## src/rtl/core/aabb_pkg.sv

```systemverilog
// Shared widths, payload types and register codes for the box transform.
package aabb_pkg;

  // Fixed-point formats
  localparam int COORD_WIDTH = 32;                // signed Q16.16 coordinates
  localparam int COEFF_WIDTH = 16;                // signed Q2.14 coefficients
  localparam int COEFF_FRAC  = COEFF_WIDTH - 2;
  localparam int ROW_WIDTH   = 3 * COEFF_WIDTH;   // one packed coefficient row
  localparam int PROD_WIDTH  = COORD_WIDTH + COEFF_WIDTH;
  localparam int TERM_WIDTH  = PROD_WIDTH - COEFF_FRAC;   // rounded product
  localparam int SUM_WIDTH   = TERM_WIDTH + 2;            // offset plus three terms

  // APB register map: registers are 64 bits wide, one per 8 bytes
  localparam int NUM_REGS    = 6;
  localparam int APB_DATA_W  = 64;
  localparam int APB_ADDR_W  = $clog2(NUM_REGS * 8);
  localparam int REG_IDX_W   = APB_ADDR_W - 3;

  typedef enum logic [REG_IDX_W-1:0] {
    REG_COEFF_X  = 3'd0,
    REG_COEFF_Y  = 3'd1,
    REG_COEFF_Z  = 3'd2,
    REG_OFFSET_X = 3'd3,
    REG_OFFSET_Y = 3'd4,
    REG_OFFSET_Z = 3'd5
  } reg_idx_t;

  // Coefficient value 1.0 in Q2.14
  localparam logic [ROW_WIDTH-1:0] COEFF_ONE = ROW_WIDTH'(1) << COEFF_FRAC;

  typedef logic signed [COORD_WIDTH-1:0] coord_t;
  typedef logic signed [COEFF_WIDTH-1:0] coeff_t;
  typedef logic signed [PROD_WIDTH-1:0]  prod_t;
  typedef logic signed [TERM_WIDTH-1:0]  term_t;
  typedef logic signed [SUM_WIDTH-1:0]   sum_t;

  // Input beat: box corners
  typedef struct packed {
    logic signed [COORD_WIDTH-1:0] lo_x;
    logic signed [COORD_WIDTH-1:0] lo_y;
    logic signed [COORD_WIDTH-1:0] lo_z;
    logic signed [COORD_WIDTH-1:0] hi_x;
    logic signed [COORD_WIDTH-1:0] hi_y;
    logic signed [COORD_WIDTH-1:0] hi_z;
  } box_in_t;

  // Result beat: transformed box corners
  typedef struct packed {
    logic signed [COORD_WIDTH-1:0] new_lo_x;
    logic signed [COORD_WIDTH-1:0] new_lo_y;
    logic signed [COORD_WIDTH-1:0] new_lo_z;
    logic signed [COORD_WIDTH-1:0] new_hi_x;
    logic signed [COORD_WIDTH-1:0] new_hi_y;
    logic signed [COORD_WIDTH-1:0] new_hi_z;
  } box_out_t;

  // Transform settings handed from the register file to the datapath
  typedef struct packed {
    logic [2:0][ROW_WIDTH-1:0]   coeffs;   // row i drives output axis i
    logic [2:0][COORD_WIDTH-1:0] offsets;
  } xform_cfg_t;

endpackage

```

## src/rtl/core/aabb_order.sv

```systemverilog
// Stage 2: round each product to nearest and sort each pair into min and max.
module aabb_order
  import aabb_pkg::*;
(
  input  logic  clk,
  input  logic  rst_n,
  input  logic  in_valid,
  input  prod_t prod_lo [3][3],
  input  prod_t prod_hi [3][3],
  output logic  valid,
  output term_t term_min [3][3],
  output term_t term_max [3][3]
);

  localparam prod_t HALF_LSB = prod_t'(1) <<< (COEFF_FRAC - 1);

  logic  valid_r;
  term_t term_min_r  [3][3];
  term_t term_max_r  [3][3];
  term_t term_min_nxt[3][3];
  term_t term_max_nxt[3][3];

  // Ties round up: add half an LSB, then arithmetic shift
  always_comb begin
    prod_t a;
    prod_t b;
    term_t e;
    term_t f;
    for (int i = 0; i < 3; i++) begin
      for (int j = 0; j < 3; j++) begin
        a = prod_lo[i][j] + HALF_LSB;
        b = prod_hi[i][j] + HALF_LSB;
        e = term_t'(a >>> COEFF_FRAC);
        f = term_t'(b >>> COEFF_FRAC);
        if (e < f) begin
          term_min_nxt[i][j] = e;
          term_max_nxt[i][j] = f;
        end else begin
          term_min_nxt[i][j] = f;
          term_max_nxt[i][j] = e;
        end
      end
    end
  end

  always_ff @(posedge clk) begin
    if (!rst_n) begin
      valid_r <= 1'b0;
    end else begin
      valid_r <= in_valid;
    end
  end

  always_ff @(posedge clk) begin
    term_min_r <= term_min_nxt;
    term_max_r <= term_max_nxt;
  end

  assign valid    = valid_r;
  assign term_min = term_min_r;
  assign term_max = term_max_r;

endmodule

```

## config.mk

```make
export PLATFORM = sky130hd
export DESIGN_NAME = aabb_order
export DESIGN_NICKNAME = d
export VERILOG_FILES = /design/src/rtl/core/aabb_pkg.sv /design/src/rtl/core/aabb_order.sv
export SDC_FILE = /design/constraint.sdc
export NUM_CORES = 2
export LEC_CHECK = 0
export ABC_AREA = 0
export BUFFER_PORTS_ARGS = -buffer_cell sky130_fd_sc_hd__buf_2
export CAP_MARGIN = 20
export CORE_AREA = 10 10 561 563
export CTS_BUF_LIST = sky130_fd_sc_hd__clkbuf_4 sky130_fd_sc_hd__clkbuf_8
export DETAILED_ROUTE_END_ITERATION = 8
export DIE_AREA = 0 0 571 573
export PLACE_DENSITY = 0.34
export RECOVER_POWER = 100
export SYNTH_ARGS = -nofsm -noshare
export SYNTH_HDL_FRONTEND = slang
export SYNTH_SLANG_ARGS = --single-unit
```

## constraint.sdc

```tcl
create_clock -name clk -period 13 [get_ports clk]
set_input_delay 1.3 -clock clk [delete_from_list [all_inputs] [get_ports clk]]
set_output_delay 1.3 -clock clk [all_outputs]
set_load 0.005 [all_outputs]
```

==> reports/results.txt <==
Post-route setup slack: 3960 ps
Routed wire length: 219000 µm
Fin crit share: 69.5%
Seq/Total Area, Yosys: 33.1%
Remaining antenna violation count: 0
Predominant post-synthesis flop cell: dfxtp_1
Total core area: 303000 µm²
Max-cap viol count: 11
Hold endpoint: valid
Hold Crit Depth: 2
WL per Instance: 23.2 µm
Placed Area: 48100 µm²
Setup TNS: 0 ps
Outcome: complete, but fails checks
Register bit total from synthesis: 613
Synth Area in Compound Gates: 3.81%
Simple-gate portion of the synthesized area: 16.8%
Die Y: 573 µm
Synth Area in XOR/XNOR: 14.3%
Crit-path slowest cell: clkbuf_1
Synth top area share: 33.1%
Post-cts resize count: 0
Drt first pass iters: 6
Setup crit end kind: register
CP arrival: 9610 ps
Most used cell, CP: clkbuf_1
Count of different cell masters after synthesis: 52
Adder and majority gate portion of the synthesized area: 10.6%
Unrepaired setup endpoints after global routing: no
Gr usage total: 12.7%
Post-synth ARST share: 0%
Failing checks: capacitance limit, slew limit
Dpl hpwl: 191000 µm
Max incr delay on CP: 1990 ps
Vias in the first global route: 36900
Hold_buf cts: 0
Largest cells by area after synthesis: dfxtp_1 (33%), mux2i_1 (16%), ha_1 (11%)
# port buffers: 1245
Vias: 34900
PD cells: 138 nW/µm²
Num Clock Sinks: 613
Placed instance count: 9163
Min Tclk post-route: 9040 ps
Initial antenna violation count: 100
Sequential cell area: 12300 µm²
Share of layout cells above drive strength 1: 17.1%
Commonest non-fill, non-tap cell in the layout: buf_2
Final Hold Vio Count: 0
Synthesis warning total: 0
Fill count: 34600
Area leader, netlist: dfxtp_1
H-tree Lvls: 4
Root Driver: clkbuf_8
Multi-input gate area: 23100 µm²
Worst-path fanout max: 37
Slew HR: -98.3%
Syn_nets: 5177
Worst hold path class: in2reg
Met1 GRT Util: 14.9%
Drt drc: 0
Post-Syn Area: 37000 µm²
Area delta synth->final: 36.9%
Fin area: 50700 µm²
CTS tree: done
DR vias/cell: 3.69
Pre-CTS worst setup slack: 5620 ps
Final nets: 6520
Largest net degree at the start of global routing: 67
Num ports: 1480
Total CTS buffers: 149
Rows: 202
Fmax: 0.111 GHz
GR met2 Demand/Resource: 21.2%
Clk slew on worst S/H paths: 50 ps
Layout Cells excl Fill: 9470
Least-Margin Pin Slew: 2970 ps
First-pass GRT wire length: 295000 µm
Final Setup Violations: 0
Met3 GRT Util: 5.28%
Final RePlAce weighted congestion: 0.886
Synthesized area per cell: 9.27 µm²
Worst Hold Launch: rst_n
Syn Inst Count: 3995
Crit path cell chain: clkbuf_1 > and3_1 > and3_1 > nand4_1 > nor4_1 > nand3_1 > xor2_1 > inv_1 > ha_1 > nand4_1 > nor3_1 > or4b_1 > nand3_1 > xor2_4 > clkbuf_1 > clkbuf_1 > mux2i_1
Critical Path Source Type: input port
EDFF count, synth: 0
Max clock buf depth: 4
Static leakage: 21.6 nW
Multiplexer area fraction after synthesis: 16.6%
GR peak layer: met2
Crit Path Class: in2reg
Pins Over Slew Limit: 314
Maximum vdd ir drop: 65.5 µV
Worst EP required: 13570 ps
Grt ovf: 0
Die Span X: 571 µm
Largest family of logic cells by synthesized area: simple AND/OR/NAND/NOR gates
Post-CTS setup buffers: 0
Die area: 327000 µm²
Commonest cells after routing, fill and taps aside: buf_2 (634), clkbuf_1 (626), dfxtp_1 (613)
Starting density of the core: 12.2%
Drt initial violations: 1549
[registers in the layout, summed over array words and instances, names as in the netlist]
name      count
term_max    306
term_min    306
valid         1
[where the power goes]
part	internal, mW	total, mW	leakage (nW)	switching (mW)
clock	1.62	2.72	1.75	1.10
sequential	2.22	2.39	5.17	0.169
combinational	0.685	1.86	14.7	1.17
total	4.53	6.97	21.6	2.44
[worst max-delay path, delay by kind of cell]
| kind | cells | cell delay, ps |
|---|---|---|
| muxes | 1 | 660 |
| buffers and inverters | 4 | 3780 |
| and+or+nand+nor | 9 | 2950 |
| xor gates and xnor gates | 2 | 450 |
| adders and majority gates | 1 | 410 |
[cell families after synthesis]
group / count (synthesis)
AND/OR/NAND/NOR: 1213
flip-flops: 613
multiplexers: 612
XOR/XNOR: 603
buffers and inverters: 409
adder cells (fa/ha/maj): 315
AO/OA/AOI/OAI: 230
[layout make-up]
class	instances	area share (%)
diodes	43	0.212
clock buffers	218	5.52
well taps	3978	9.82
multi-input cells	2973	45.6
clock inverters	44	1.13
flip-flops and latches	613	24.2
inverters	327	2.42
repair buffers	1274	11.1
[worst max path at each step]
stage	from	to	slack, ps
2_1_floorplan	prod_lo[255]	term_max[170]	7910
3_3_place_gp	prod_hi[263]	term_max[170]	5720
3_5_place_dp	prod_lo[255]	term_max[170]	5620
4_1_cts	prod_lo[255]	term_max[170]	6690
5_1_grt	prod_lo[210]	term_min[151]	3480
6_report	prod_lo[210]	term_min[151]	3960
[cell usage after synthesis, types with 5 or more instances]
cell type    n
dfxtp_1    613
a211o_1      8
xor2_1     426
clkbuf_1    18
a21boi_0    12
buf_4       30
nor3_1      40
a221oi_1     5
and3_1     122
or2_2        5
a21o_1      18
nor2_1     152
and4_1      43
xnor2_1    177
buf_2       26
nor4_1      34
nor2b_1      6
mux2i_1    594
mux2_2      14
inv_1      327
nand3_1    288
o21ai_0     28
ha_1       315
and2_1      34
nand2_1    280
a21oi_1    125
buf_6        8
nand2b_1    12
nand4_1    180
[layer usage]
| layer | share of wire (%) | vias up |
|---|---|---|
| li1 | - | 16700 |
| met1 | 41 | 16500 |
| met2 | 46 | 1311 |
| met3 | 9.9 | 348 |
| met4 | 2.6 | 36 |
| met5 | 0.11 | - |
[through the flow]
step	power [mW]	hold WS, ps	utilization [%]
final	6.97	657	16.8
after global routing	7.42	533	16.7
after CTS	7.26	482	17.0
after detailed placement	4.40	1530	15.9
after global placement	4.41	1520	15.9
after floorplan	3.23	1420	-
Power figures use the tool's default switching activity.
