File: src/rtl/core/aabb_pkg.sv
// Shared widths, payload types and register codes for the box transform.
package aabb_pkg;

  // Fixed-point formats
  localparam int COORD_WIDTH = 32;                // signed Q16.16 coordinates
  localparam int COEFF_WIDTH = 16;                // signed Q2.14 coefficients
  localparam int COEFF_FRAC  = COEFF_WIDTH - 2;
  localparam int ROW_WIDTH   = 3 * COEFF_WIDTH;   // one packed coefficient row
  localparam int PROD_WIDTH  = COORD_WIDTH + COEFF_WIDTH;
  localparam int TERM_WIDTH  = PROD_WIDTH - COEFF_FRAC;   // rounded product
  localparam int SUM_WIDTH   = TERM_WIDTH + 2;            // offset plus three terms

  // APB register map: registers are 64 bits wide, one per 8 bytes
  localparam int NUM_REGS    = 6;
  localparam int APB_DATA_W  = 64;
  localparam int APB_ADDR_W  = $clog2(NUM_REGS * 8);
  localparam int REG_IDX_W   = APB_ADDR_W - 3;

  typedef enum logic [REG_IDX_W-1:0] {
    REG_COEFF_X  = 3'd0,
    REG_COEFF_Y  = 3'd1,
    REG_COEFF_Z  = 3'd2,
    REG_OFFSET_X = 3'd3,
    REG_OFFSET_Y = 3'd4,
    REG_OFFSET_Z = 3'd5
  } reg_idx_t;

  // Coefficient value 1.0 in Q2.14
  localparam logic [ROW_WIDTH-1:0] COEFF_ONE = ROW_WIDTH'(1) << COEFF_FRAC;

  typedef logic signed [COORD_WIDTH-1:0] coord_t;
  typedef logic signed [COEFF_WIDTH-1:0] coeff_t;
  typedef logic signed [PROD_WIDTH-1:0]  prod_t;
  typedef logic signed [TERM_WIDTH-1:0]  term_t;
  typedef logic signed [SUM_WIDTH-1:0]   sum_t;

  // Input beat: box corners
  typedef struct packed {
    logic signed [COORD_WIDTH-1:0] lo_x;
    logic signed [COORD_WIDTH-1:0] lo_y;
    logic signed [COORD_WIDTH-1:0] lo_z;
    logic signed [COORD_WIDTH-1:0] hi_x;
    logic signed [COORD_WIDTH-1:0] hi_y;
    logic signed [COORD_WIDTH-1:0] hi_z;
  } box_in_t;

  // Result beat: transformed box corners
  typedef struct packed {
    logic signed [COORD_WIDTH-1:0] new_lo_x;
    logic signed [COORD_WIDTH-1:0] new_lo_y;
    logic signed [COORD_WIDTH-1:0] new_lo_z;
    logic signed [COORD_WIDTH-1:0] new_hi_x;
    logic signed [COORD_WIDTH-1:0] new_hi_y;
    logic signed [COORD_WIDTH-1:0] new_hi_z;
  } box_out_t;

  // Transform settings handed from the register file to the datapath
  typedef struct packed {
    logic [2:0][ROW_WIDTH-1:0]   coeffs;   // row i drives output axis i
    logic [2:0][COORD_WIDTH-1:0] offsets;
  } xform_cfg_t;

endpackage

File: src/rtl/core/aabb_cfg_regs.sv
// APB register file holding the coefficient rows and the translation.
module aabb_cfg_regs
  import aabb_pkg::*;
(
  input  logic                  clk,
  input  logic                  rst_n,
  input  logic                  psel,
  input  logic                  penable,
  input  logic                  pwrite,
  input  logic [APB_ADDR_W-1:0] paddr,
  input  logic [APB_DATA_W-1:0] pwdata,
  output logic [APB_DATA_W-1:0] prdata,
  output logic                  pready,
  output xform_cfg_t            cfg
);

  xform_cfg_t           cfg_r;
  xform_cfg_t           cfg_nxt;
  logic [REG_IDX_W-1:0] idx;
  logic                 wr_en;

  assign pready = 1'b1;
  assign idx    = paddr[APB_ADDR_W-1:3];
  assign wr_en  = psel & penable & pwrite;
  assign cfg    = cfg_r;

  // Write decode
  always_comb begin
    cfg_nxt = cfg_r;
    if (wr_en) begin
      unique case (idx)
        REG_COEFF_X:  cfg_nxt.coeffs[0]  = pwdata[ROW_WIDTH-1:0];
        REG_COEFF_Y:  cfg_nxt.coeffs[1]  = pwdata[ROW_WIDTH-1:0];
        REG_COEFF_Z:  cfg_nxt.coeffs[2]  = pwdata[ROW_WIDTH-1:0];
        REG_OFFSET_X: cfg_nxt.offsets[0] = pwdata[COORD_WIDTH-1:0];
        REG_OFFSET_Y: cfg_nxt.offsets[1] = pwdata[COORD_WIDTH-1:0];
        REG_OFFSET_Z: cfg_nxt.offsets[2] = pwdata[COORD_WIDTH-1:0];
        default: ;
      endcase
    end
  end

  // Identity map, no translation after reset
  always_ff @(posedge clk) begin
    if (!rst_n) begin
      for (int i = 0; i < 3; i++) begin
        cfg_r.coeffs[i]  <= COEFF_ONE << (COEFF_WIDTH * i);
        cfg_r.offsets[i] <= '0;
      end
    end else begin
      cfg_r <= cfg_nxt;
    end
  end

  // Read mux, zero-extended
  always_comb begin
    unique case (idx)
      REG_COEFF_X:  prdata = APB_DATA_W'(cfg_r.coeffs[0]);
      REG_COEFF_Y:  prdata = APB_DATA_W'(cfg_r.coeffs[1]);
      REG_COEFF_Z:  prdata = APB_DATA_W'(cfg_r.coeffs[2]);
      REG_OFFSET_X: prdata = APB_DATA_W'(cfg_r.offsets[0]);
      REG_OFFSET_Y: prdata = APB_DATA_W'(cfg_r.offsets[1]);
      REG_OFFSET_Z: prdata = APB_DATA_W'(cfg_r.offsets[2]);
      default:      prdata = '0;
    endcase
  end

endmodule

File: config.mk
export PLATFORM = sky130hd
export DESIGN_NAME = aabb_cfg_regs
export DESIGN_NICKNAME = d
export VERILOG_FILES = /design/src/rtl/core/aabb_pkg.sv /design/src/rtl/core/aabb_cfg_regs.sv
export SDC_FILE = /design/constraint.sdc
export NUM_CORES = 1
export LEC_CHECK = 0
export BUFFER_PORTS_ARGS = -buffer_cell sky130_fd_sc_hd__buf_2
export CAP_MARGIN = 20
export CORE_UTILIZATION = 52
export CTS_BUF_LIST = sky130_fd_sc_hd__clkbuf_8
export CTS_CLUSTER_DIAMETER = 150
export DETAILED_ROUTE_END_ITERATION = 8
export GPL_TIMING_DRIVEN = 0
export PLACE_DENSITY = 0.83
export SYNTH_ARGS = -nofsm -noshare
export SYNTH_HDL_FRONTEND = slang
export SYNTH_SLANG_ARGS = --single-unit
File: constraint.sdc
create_clock -name clk -period 1.6 [get_ports clk]
set_input_delay 0.16 -clock clk [delete_from_list [all_inputs] [get_ports clk]]
set_output_delay 0.16 -clock clk [all_outputs]
set_load 0.05 [all_outputs]
==> summary.txt <==
Setup path
  – Crit end category: output port
  – Worst path cell trace: buf_2 -> buf_4 -> buf_4 -> buf_6 -> a221oi_4 -> a21oi_4 -> buf_6
  – Worst EP required: 1.44 ns
  – Worst Setup SP: paddr[3]
  – R2R Path End: cfg[214]$_SDFFE_PN0P_
  – Slowest cell on crit path: buf_4
  – Flop-to-flop setup slack: 0.73 ns
  – CP arrival: approximately 1.7 ns
  – Critical Path Sink: prdata[24]
  – CP startpoint kind: input port
  – Reg-to-Reg Start: cfg[214]$_SDFFE_PN0P_
  – R2R cell count: 4
  – Crit-path max FO: 10
  – Slowest stage delay, CP: 0.33 ns
  – CP Class: in -> out

Timing
  – Worst slew pin tran: ~1.2 ns
  – Max-Slew Margin vs Limit: roughly 18%
  – Fmax: approximately 530 MHz
  – Tcrit/Tclk final: 118.2%
  – Final worst slack: -0.2908 ns
  – Min Hold Slack: 0.009377 ns
  – Fin. Hold Viols: 0
  – Final Max Tran Viols: 0
  – Final setup viols: 35
  – Clk_skew: 0 ns
  – RSZ-0062 raised after global routing: yes
  – Post-layout min period: 1.891 ns

Pwr
  – Logic pwr share: 12.5%
  – Sw power: 0.003730 W
  – P per Cell Area: around 820 mW/mm^2
  – Clk pwr share: between 40 and 50%
  – Tot Pwr: 0.01310 W
  – Sw frac: 28.48%
  – Seq pwr share: 46.3%
  – P_leak: 6.940 nW
  – Pint: 0.009368 W
  – VDD IR max: 689.4 uV

Global route
  – GRT Overall Usage: 41.23%
  – Vias in the first global route: 11041
  – Initial antenna violation count: 3
  – Grt ovf: 0
  – Pin count of the biggest net entering global routing: 11
  – First-pass GRT wire length: 66.36 mm

Synth
  – Mapped Avg Cell Area: 9.752 sq um
  – Largest area contributor in the netlist: dfxtp_1
  – Post-synth top area share: 44.55%
  – Syn Inst Count: 1106
  – EDFF count, synth: 0
  – Register area share after synthesis: 44.55%
  – Synth warn: 0
  – Commonest cells in the netlist: nand2_1, mux2i_1, dfxtp_1
  – Most common cell in the synthesized netlist: nand2_1
  – Yosys cell types: 30
  – Synth async-reset ratio: 0%
  – Top cells by area, synth: dfxtp_1, mux2i_1, nand2_1
  – Primary FF master, synth: dfxtp_1
  – Cell Area, Synth: 0.01079 sq mm
  – Register bit total from synthesis: 240

Layout
  – Final nets: approximately 1700
  – Layout area overhead: 48.60%
  – Final Util: between 70% and 80%
  – Max reg flops: 240
  – Final Cell Area: 0.01603 sq mm
  – Layout cells sized above 1: 51.76%

Run status
  – Status: finished with violations
  – Failing checks: negative setup slack

Placed design
  – Pre-CTS WS: -0.9377 ns
  – IO Port Bufs: ~340
  – Placed cell area: 0.01312 sq mm
  – Post-DP HPWL: 29.67 mm
  – Gp weighted congestion: 0.8929

Floorplanning
  – IO Pins: 380
  – Chip height: between 100 and 150 um
  – Die area: 0.02132 sq mm
  – Initial core utilization: a little over half
  – Die width: 146.0 um
  – Std-Cell Rows: 52
  – Core area: 0.02030 sq mm

Clock tree
  – Clk_lat worst skew: 0.55 ns
  – Htree depth: 2
  – Clk root buf: clkbuf_8
  – CTS tree: done
  – Clock transition at path regs: 0.06 ns
  – Num CTS Buffers: 40
  – Max clock buf depth: 3
  – CTS Sinks: 240

Route
  – Initial DRC Count: 942
  – Drt drc: 0
  – Final WL: 46.84 mm
  – Per-cell routed wire length: 24.70 um
  – DRT antenna net count: 0
  – DR pass1 iterations: 8
  – Via Count: 11180
  – Via density: 5.897

Run
  – Max Cap Viol: 0

Hold path
  – Hold Crit Class: in -> reg
power groups by stage:
stage	combinational, W	clock, W	sequential [W]
after global routing	0.00166	0.00568	0.00606
final	0.00163	0.00540	0.00606
after CTS	0.00151	0.00535	0.00606
after detailed placement	0.00130	0	0.00619
after global placement	0.00129	0	0.00619
after floorplan	0.000704	0	0.00633
through the flow:
step	instances	setup TNS, ns
after CTS	1867	-8.056
after floorplan	1121	-0.06805
final	1896	-5.871
after global routing	1894	-7.220
after global placement	1732	-66.65
after detailed placement	1732	-70.38
critical path: cells and delay by family:
| kind | cells | cell delay [ns] |
|---|---|---|
| buffers and inverters | 5 | 1.28 |
| AO/OA/AOI/OAI | 2 | 0.26 |
layer usage:
metal	wire [um]	global-route usage [%]	vias to the layer above
met3	4990	9.938	197
met5	0	0	-
met4	2644	24.06	0
li1	-	-	4786
met1	17030	48.46	5374
met2	22170	68.68	823
how the worst min path moves through the flow:
stage	end	slack, ns	from	cells after the start
floorplan	cfg[190]$_SDFFE_PN0P_	0.32	pwdata[46]	2
global placement	cfg[110]$_SDFFE_PN1P_	0.44	pwdata[14]	3
detailed placement	cfg[174]$_SDFFE_PN1P_	0.45	pwdata[30]	3
CTS	cfg[238]$_SDFFE_PN1P_	0.002	penable	3
global route	cfg[2]$_SDFFE_PN0P_	0.03	pwdata[2]	3
finish	cfg[119]$_SDFFE_PN0P_	0.009	pwdata[23]	3
placed cells by master, fill, tap and decap left out, types with 3 or more instances in the layout:
master           n
buf_2          303
mux2_4          29
nor2_1           3
buf_4          102
nor2b_1          7
clkbuf_1        30
dfxtp_4          3
conb_1          17
inv_1           15
clkbuf_8        53
buf_6           55
o21ai_2         22
a32oi_2         15
a221oi_4         8
dfxtp_1        136
a22oi_2         32
mux2i_2          8
dlygate4sd3_1   29
nand2_1        285
buf_12           3
mux2_2          31
mux2i_1        249
a2bb2oi_2       16
a21oi_4          8
clkbuf_4         6
nor2_2          17
diode_2          5
a22oi_1          3
dfxtp_2        101
repair_timing:
item	in CTS	in global routing
buffers inserted	39	22
endpoints found under the hold margin	77	1
gates cloned	0	1
hold buffers	28	1
resized for setup	264	151
setup endpoints to repair	48	48
pin swaps	18	11
cells by family after synthesis:
| group | after synthesis | synth area share [%] |
|---|---|---|
| flops | 240 | 44.55 |
| buf+inv | 108 | 5.359 |
| mux | 319 | 30.53 |
| other cells | 2 | 0.06963 |
| simple gates | 327 | 12.11 |
| compound gates | 110 | 7.378 |
area by class of cell:
class / count / area, sq um
Timing Repair Buffer: 432 / 2783
Tap cell: 270 / 337.8
Fill cell: 1280 / 4273
Multi-Input combinational cell: 773 / 6410
Clock buffer: 51 / 701.9
Inverter: 2 / 12.51
Clock inverter: 18 / 77.57
Sequential cell: 240 / 4942
Antenna cell: 5 / 12.51
Buffer: 105 / 749.5
Power figures use the tool's default switching activity.
