**src/rtl/core/aabb_pkg.sv**
```systemverilog
// Shared widths, payload types and register codes for the box transform.
package aabb_pkg;

  // Fixed-point formats
  localparam int COORD_WIDTH = 32;                // signed Q16.16 coordinates
  localparam int COEFF_WIDTH = 16;                // signed Q2.14 coefficients
  localparam int COEFF_FRAC  = COEFF_WIDTH - 2;
  localparam int ROW_WIDTH   = 3 * COEFF_WIDTH;   // one packed coefficient row
  localparam int PROD_WIDTH  = COORD_WIDTH + COEFF_WIDTH;
  localparam int TERM_WIDTH  = PROD_WIDTH - COEFF_FRAC;   // rounded product
  localparam int SUM_WIDTH   = TERM_WIDTH + 2;            // offset plus three terms

  // APB register map: registers are 64 bits wide, one per 8 bytes
  localparam int NUM_REGS    = 6;
  localparam int APB_DATA_W  = 64;
  localparam int APB_ADDR_W  = $clog2(NUM_REGS * 8);
  localparam int REG_IDX_W   = APB_ADDR_W - 3;

  typedef enum logic [REG_IDX_W-1:0] {
    REG_COEFF_X  = 3'd0,
    REG_COEFF_Y  = 3'd1,
    REG_COEFF_Z  = 3'd2,
    REG_OFFSET_X = 3'd3,
    REG_OFFSET_Y = 3'd4,
    REG_OFFSET_Z = 3'd5
  } reg_idx_t;

  // Coefficient value 1.0 in Q2.14
  localparam logic [ROW_WIDTH-1:0] COEFF_ONE = ROW_WIDTH'(1) << COEFF_FRAC;

  typedef logic signed [COORD_WIDTH-1:0] coord_t;
  typedef logic signed [COEFF_WIDTH-1:0] coeff_t;
  typedef logic signed [PROD_WIDTH-1:0]  prod_t;
  typedef logic signed [TERM_WIDTH-1:0]  term_t;
  typedef logic signed [SUM_WIDTH-1:0]   sum_t;

  // Input beat: box corners
  typedef struct packed {
    logic signed [COORD_WIDTH-1:0] lo_x;
    logic signed [COORD_WIDTH-1:0] lo_y;
    logic signed [COORD_WIDTH-1:0] lo_z;
    logic signed [COORD_WIDTH-1:0] hi_x;
    logic signed [COORD_WIDTH-1:0] hi_y;
    logic signed [COORD_WIDTH-1:0] hi_z;
  } box_in_t;

  // Result beat: transformed box corners
  typedef struct packed {
    logic signed [COORD_WIDTH-1:0] new_lo_x;
    logic signed [COORD_WIDTH-1:0] new_lo_y;
    logic signed [COORD_WIDTH-1:0] new_lo_z;
    logic signed [COORD_WIDTH-1:0] new_hi_x;
    logic signed [COORD_WIDTH-1:0] new_hi_y;
    logic signed [COORD_WIDTH-1:0] new_hi_z;
  } box_out_t;

  // Transform settings handed from the register file to the datapath
  typedef struct packed {
    logic [2:0][ROW_WIDTH-1:0]   coeffs;   // row i drives output axis i
    logic [2:0][COORD_WIDTH-1:0] offsets;
  } xform_cfg_t;

endpackage

```
**src/rtl/core/aabb_accum.sv**
```systemverilog
// Stages 3 and 4: exact sum of offset and terms, then saturation to the output beat.
module aabb_accum
  import aabb_pkg::*;
(
  input  logic       clk,
  input  logic       rst_n,
  input  logic       in_valid,
  input  term_t      term_min [3][3],
  input  term_t      term_max [3][3],
  input  xform_cfg_t cfg,
  output logic       valid,
  output box_out_t   box
);

  localparam sum_t SAT_MAX = sum_t'({1'b0, {(COORD_WIDTH-1){1'b1}}});
  localparam sum_t SAT_MIN = -SAT_MAX - sum_t'(1);

  logic     sum_valid_r;
  sum_t     sum_min_r  [3];
  sum_t     sum_max_r  [3];
  sum_t     sum_min_nxt[3];
  sum_t     sum_max_nxt[3];
  logic     out_valid_r;
  box_out_t box_r;
  box_out_t box_nxt;
  coord_t   sat_min [3];
  coord_t   sat_max [3];

  // Offset plus the three chosen terms per axis; no overflow at SUM_WIDTH
  always_comb begin
    coord_t off;
    for (int i = 0; i < 3; i++) begin
      off = coord_t'(cfg.offsets[i]);
      sum_min_nxt[i] = sum_t'(off) + sum_t'(term_min[i][0])
                     + sum_t'(term_min[i][1]) + sum_t'(term_min[i][2]);
      sum_max_nxt[i] = sum_t'(off) + sum_t'(term_max[i][0])
                     + sum_t'(term_max[i][1]) + sum_t'(term_max[i][2]);
    end
  end

  always_ff @(posedge clk) begin
    sum_min_r <= sum_min_nxt;
    sum_max_r <= sum_max_nxt;
  end

  // Clamp to the coordinate range
  always_comb begin
    for (int i = 0; i < 3; i++) begin
      if (sum_min_r[i] > SAT_MAX) begin
        sat_min[i] = coord_t'(SAT_MAX);
      end else if (sum_min_r[i] < SAT_MIN) begin
        sat_min[i] = coord_t'(SAT_MIN);
      end else begin
        sat_min[i] = coord_t'(sum_min_r[i]);
      end
      if (sum_max_r[i] > SAT_MAX) begin
        sat_max[i] = coord_t'(SAT_MAX);
      end else if (sum_max_r[i] < SAT_MIN) begin
        sat_max[i] = coord_t'(SAT_MIN);
      end else begin
        sat_max[i] = coord_t'(sum_max_r[i]);
      end
    end
  end

  always_comb begin
    box_nxt.new_lo_x = sat_min[0];
    box_nxt.new_lo_y = sat_min[1];
    box_nxt.new_lo_z = sat_min[2];
    box_nxt.new_hi_x = sat_max[0];
    box_nxt.new_hi_y = sat_max[1];
    box_nxt.new_hi_z = sat_max[2];
  end

  always_ff @(posedge clk) begin
    box_r <= box_nxt;
  end

  always_ff @(posedge clk) begin
    if (!rst_n) begin
      sum_valid_r <= 1'b0;
      out_valid_r <= 1'b0;
    end else begin
      sum_valid_r <= in_valid;
      out_valid_r <= sum_valid_r;
    end
  end

  assign valid = out_valid_r;
  assign box   = box_r;

endmodule
```
**config.mk**
```make
export PLATFORM = sky130hd
export DESIGN_NAME = aabb_accum
export DESIGN_NICKNAME = d
export VERILOG_FILES = /design/src/rtl/core/aabb_pkg.sv /design/src/rtl/core/aabb_accum.sv
export SDC_FILE = /design/constraint.sdc
export NUM_CORES = 2
export LEC_CHECK = 0
export BUFFER_PORTS_ARGS = -buffer_cell sky130_fd_sc_hd__buf_2
export CAP_MARGIN = 20
export CORE_AREA = 5 5 402 404
export DETAILED_ROUTE_END_ITERATION = 6
export DIE_AREA = 0 0 407 409
export PLACE_DENSITY = 0.47
export SLEW_MARGIN = 5
export SYNTH_ARGS = -nofsm -noshare
export SYNTH_HDL_FRONTEND = slang
export SYNTH_SLANG_ARGS = --single-unit
```
**constraint.sdc**
```tcl
create_clock -name clk -period 6.6 [get_ports clk]
set_input_delay 0.33 -clock clk [delete_from_list [all_inputs] [get_ports clk]]
set_output_delay 0.33 -clock clk [all_outputs]
set_load 0.1 [all_outputs]
```
==> metrics.csv <==
stage,metric,value,unit
run_status,status,finished clean,
global_route,met3 Use GR,0.0276,
synthesis,Syn Inst Count,3517,
routing,post-route ant nets,0,
cts,Post-CTS Resized,0,
place,detailed placer's ending HPWL,94600,um
timing,"Slew Viols, Final",0,
timing,Finish-stage setup viols,0,
floorplan,width of the die,407,um
routing,drt total wl,107000,um
routing,Vias,26000,
synthesis,Synth Area in XOR/XNOR,0.0517,
cts,clock root buffer master,clkbuf_16,
floorplan,die area,166000,sq um
synthesis,synthesized area per cell,9.15,sq um
global_route,GRT overflow,0,
cts,H-Tree Depth,2,
floorplan,Die H,409,um
routing,Initial DRC Count,1174,
power,Max VDD drop,316,uV
timing,total negative slack,0,ns
routing,wire per inst,16.4,um
layout,fillcell total,17300,
critical_path,"Worst Path Class, Setup",in -> reg,
layout,"Area growth, synth to finish",27.6,%
floorplan,core area,157000,sq um
synthesis,Seq cells post-synth,410,
synthesis,number of distinct library cells after synthesis,79,
synthesis,sequential area share after synthesis,0.255,
timing,Fin Hold WS,0.120,ns
global_route,largest net degree at the start of global routing,32,
synthesis,Post-synth EDFFs,0,
global_route,global-route wire length before repair,160000,um
cts,Clock Latency Late Sink,0.62,ns
synthesis,mapped cell area,32200,sq um
global_route,initial antenna violation count,7,
routing,drt first pass iters,7,
power,Cell Pwr Density,487,nW/um^2
global_route,met1 usage,0.157,
timing,Fmax,0.239,GHz
floorplan,Initial Util,0.204,
synthesis,Synth Area in Adders,0.339,
synthesis,ys async rst share,0,
global_route,busiest metal layer after global routing,met2,
run,max-cap viol count,0,
floorplan,IO Pins,1048,
global_route,vias in the first global route,27600,
synthesis,"Top FF cell, synth",dfxtp_1,
cts,CTS tree,yes,
timing,post-layout min period,4.19,ns
critical_path,CP Max Fanout,4,
place,RePlAce Congestion,0.885,
layout,Multi-input gate area,19700,sq um
synthesis,main combinational cell family by area after synthesis,adder cells,
worst_hold_path,HP Class,in -> reg,
synthesis,syn nets,4996,
cts,Setup Buffers After CTS,0,
timing,Final Hold Viols,0,
power,LEAKAGE,0.0219,uW
floorplan,row cnt,146,
global_route,GR Layer Usage met2,0.218,
place,port bufs,903,
cts,Longest Clk Path Bufs,3,
timing,Tcrit/Tclk final,0.634,
synthesis,Synth Area in Compound Gates,0.163,
critical_path,reg2reg setup slack,5.02,ns
critical_path,Worst EP required,7.08,ns
layout,ratio of cells with drive above 1 in the final layout,0.230,
critical_path,Worst Setup End Kind,flip-flop,
timing,RSZ-0062 raised after global routing,no,
synthesis,Syn. warnings,0,
synthesis,biggest area consumer among synthesized cells,fa_1,
timing,clk_skew,0.0225,ns
cts,number of CTS-inserted buffers,52,
critical_path,Worst EP arrival,4.67,ns
layout,FF+latch area,8210,sq um
synthesis,multiplexer share of the synthesized area,0.000933,
critical_path,Startpoint Class,input port,
layout,fin nets,5894,
timing,worst-margin pin slew,0.971,ns
routing,DRC violations left,0,
synthesis,synth top area cells,"fa_1 26%, dfxtp_1 26%, inv_1 13%, ha_1 8.2%, o21a_1 4.8%",
routing,DR vias/cell,3.97,
global_route,GR Util All Layers,0.125,
cts,CTS Sinks,410,
synthesis,Yosys top cell area share,0.257,
synthesis,simple-gate portion of the synthesized area,0.0557,
timing,slew margin rel.,0.353,
cts,Clock transition at path regs,0.06,ns
sequential cells by signal, indices dropped and copies added (netlist names):
name,flops
sum_valid_r,1
sum_min_r,108
box,192
valid,1
sum_max_r,108
cell usage after synthesis, types with 12 or more instances:
library cell and number:
nor3_1 20, a21o_1 112, a31oi_1 22, nor2b_1 24
fa_1 414, inv_1 1074, nand4_1 23, xor2_1 55
nand3_1 39, nand2_1 102, and3_1 17, xnor2_1 135
ha_1 210, a21oi_1 193, nand2b_1 12, clkbuf_1 70
dfxtp_1 410, nor2_1 90, and2_1 14, o21ai_0 84
o21a_1 204, o21bai_1 31, o211ai_1 22, a211oi_1 16
cell type report:
class | count | area share
multi-input combinational | 1959 | 0.479
sequential | 410 | 0.200
timing repair buffer | 918 | 0.113
inverter | 1074 | 0.0981
tap | 2072 | 0.0631
clock buffer | 70 | 0.0368
clock inverter | 27 | 0.00956
antenna | 3 | 0.000183
where the power goes:
group | internal [uW] | switching, uW
logic | 3530 | 9020
clock network | 1960 | 1180
registers | 3860 | 445
total | 9350 | 10600
critical path, cell delays in order:
cell       delay, ns
buf_2           0.07
inv_1           0.05
fa_1            0.50
fa_1            0.49
inv_1           0.04
ha_1            0.22
fa_1            0.47
a21oi_1         0.21
o22ai_1         0.19
o2111ai_1       0.37
a21oi_1         0.20
o41ai_1         0.71
o21ai_0         0.22
a21oi_1         0.28
o21ai_0         0.16
xnor2_1         0.14
layout by cell type, fill, tap and decap left out, types with 54 or more instances in the layout:
cell type  Yosys  layout
xnor2_1      135     135
o21a_1       204     204
a21o_1       112     112
xor2_1        55      55
ha_1         210     210
nor2_1        90      84
a21oi_1      193     193
fa_1         414     414
o21ai_0       84      84
nand2_1      102     102
dfxtp_1      410     410
inv_1       1074    1074
buf_2          1     903
clkbuf_16      0      54
per-layer routing:
layer | up-vias | part of all wire
met1 | 12500 | 0.42
li1 | 12700 | -
met3 | 121 | 0.060
met5 | - | 0.00057
met4 | 10 | 0.026
met2 | 699 | 0.49
path summary, 6_finish.rpt:
| path | cells past startpoint | from | end |
|---|---|---|---|
| setup / recovery | 16 | term_min[1] | sum_min_r[35] |
| hold / removal | 3 | term_min[68] | sum_min_r[0] |
| setup reg to reg | 3 | sum_max_r[106] | box[77] |
| hold reg to reg | 0 | sum_max_r[71] | box[63] |
through the flow:
stage	instances	setup slack [ns]	utilization	total power [uW]	area [sq um]
2_1_floorplan	3517	2.72	-	13900	32200
3_3_place_gp	6427	1.81	0.248	17000	39100
3_5_place_dp	6427	1.76	0.248	17000	39100
4_1_cts	6530	2.44	0.261	20300	41100
5_1_grt	6530	2.06	0.261	21300	41100
6_report	6533	2.41	0.261	20000	41100
cells by family (layout without fill, tap and decap cells):
| logic type | Yosys count | after routing |
|---|---|---|
| other | 0 | 3 |
| adder cells (fa/ha/maj) | 624 | 624 |
| AO/OA/AOI/OAI | 772 | 772 |
| flip-flops | 410 | 410 |
| buffers and inverters | 1148 | 2089 |
| AND/OR/NAND/NOR | 370 | 370 |
| XOR/XNOR | 190 | 190 |
| multiplexers | 3 | 3 |
timing repair:
item / 4_1_cts / 5_1_grt
hold endpoints to repair: 7 / 0
endpoints found under the setup margin: 0 / 0
hold buffers: 6 / 0
Note: power is estimated with default switching activity, not from simulation.
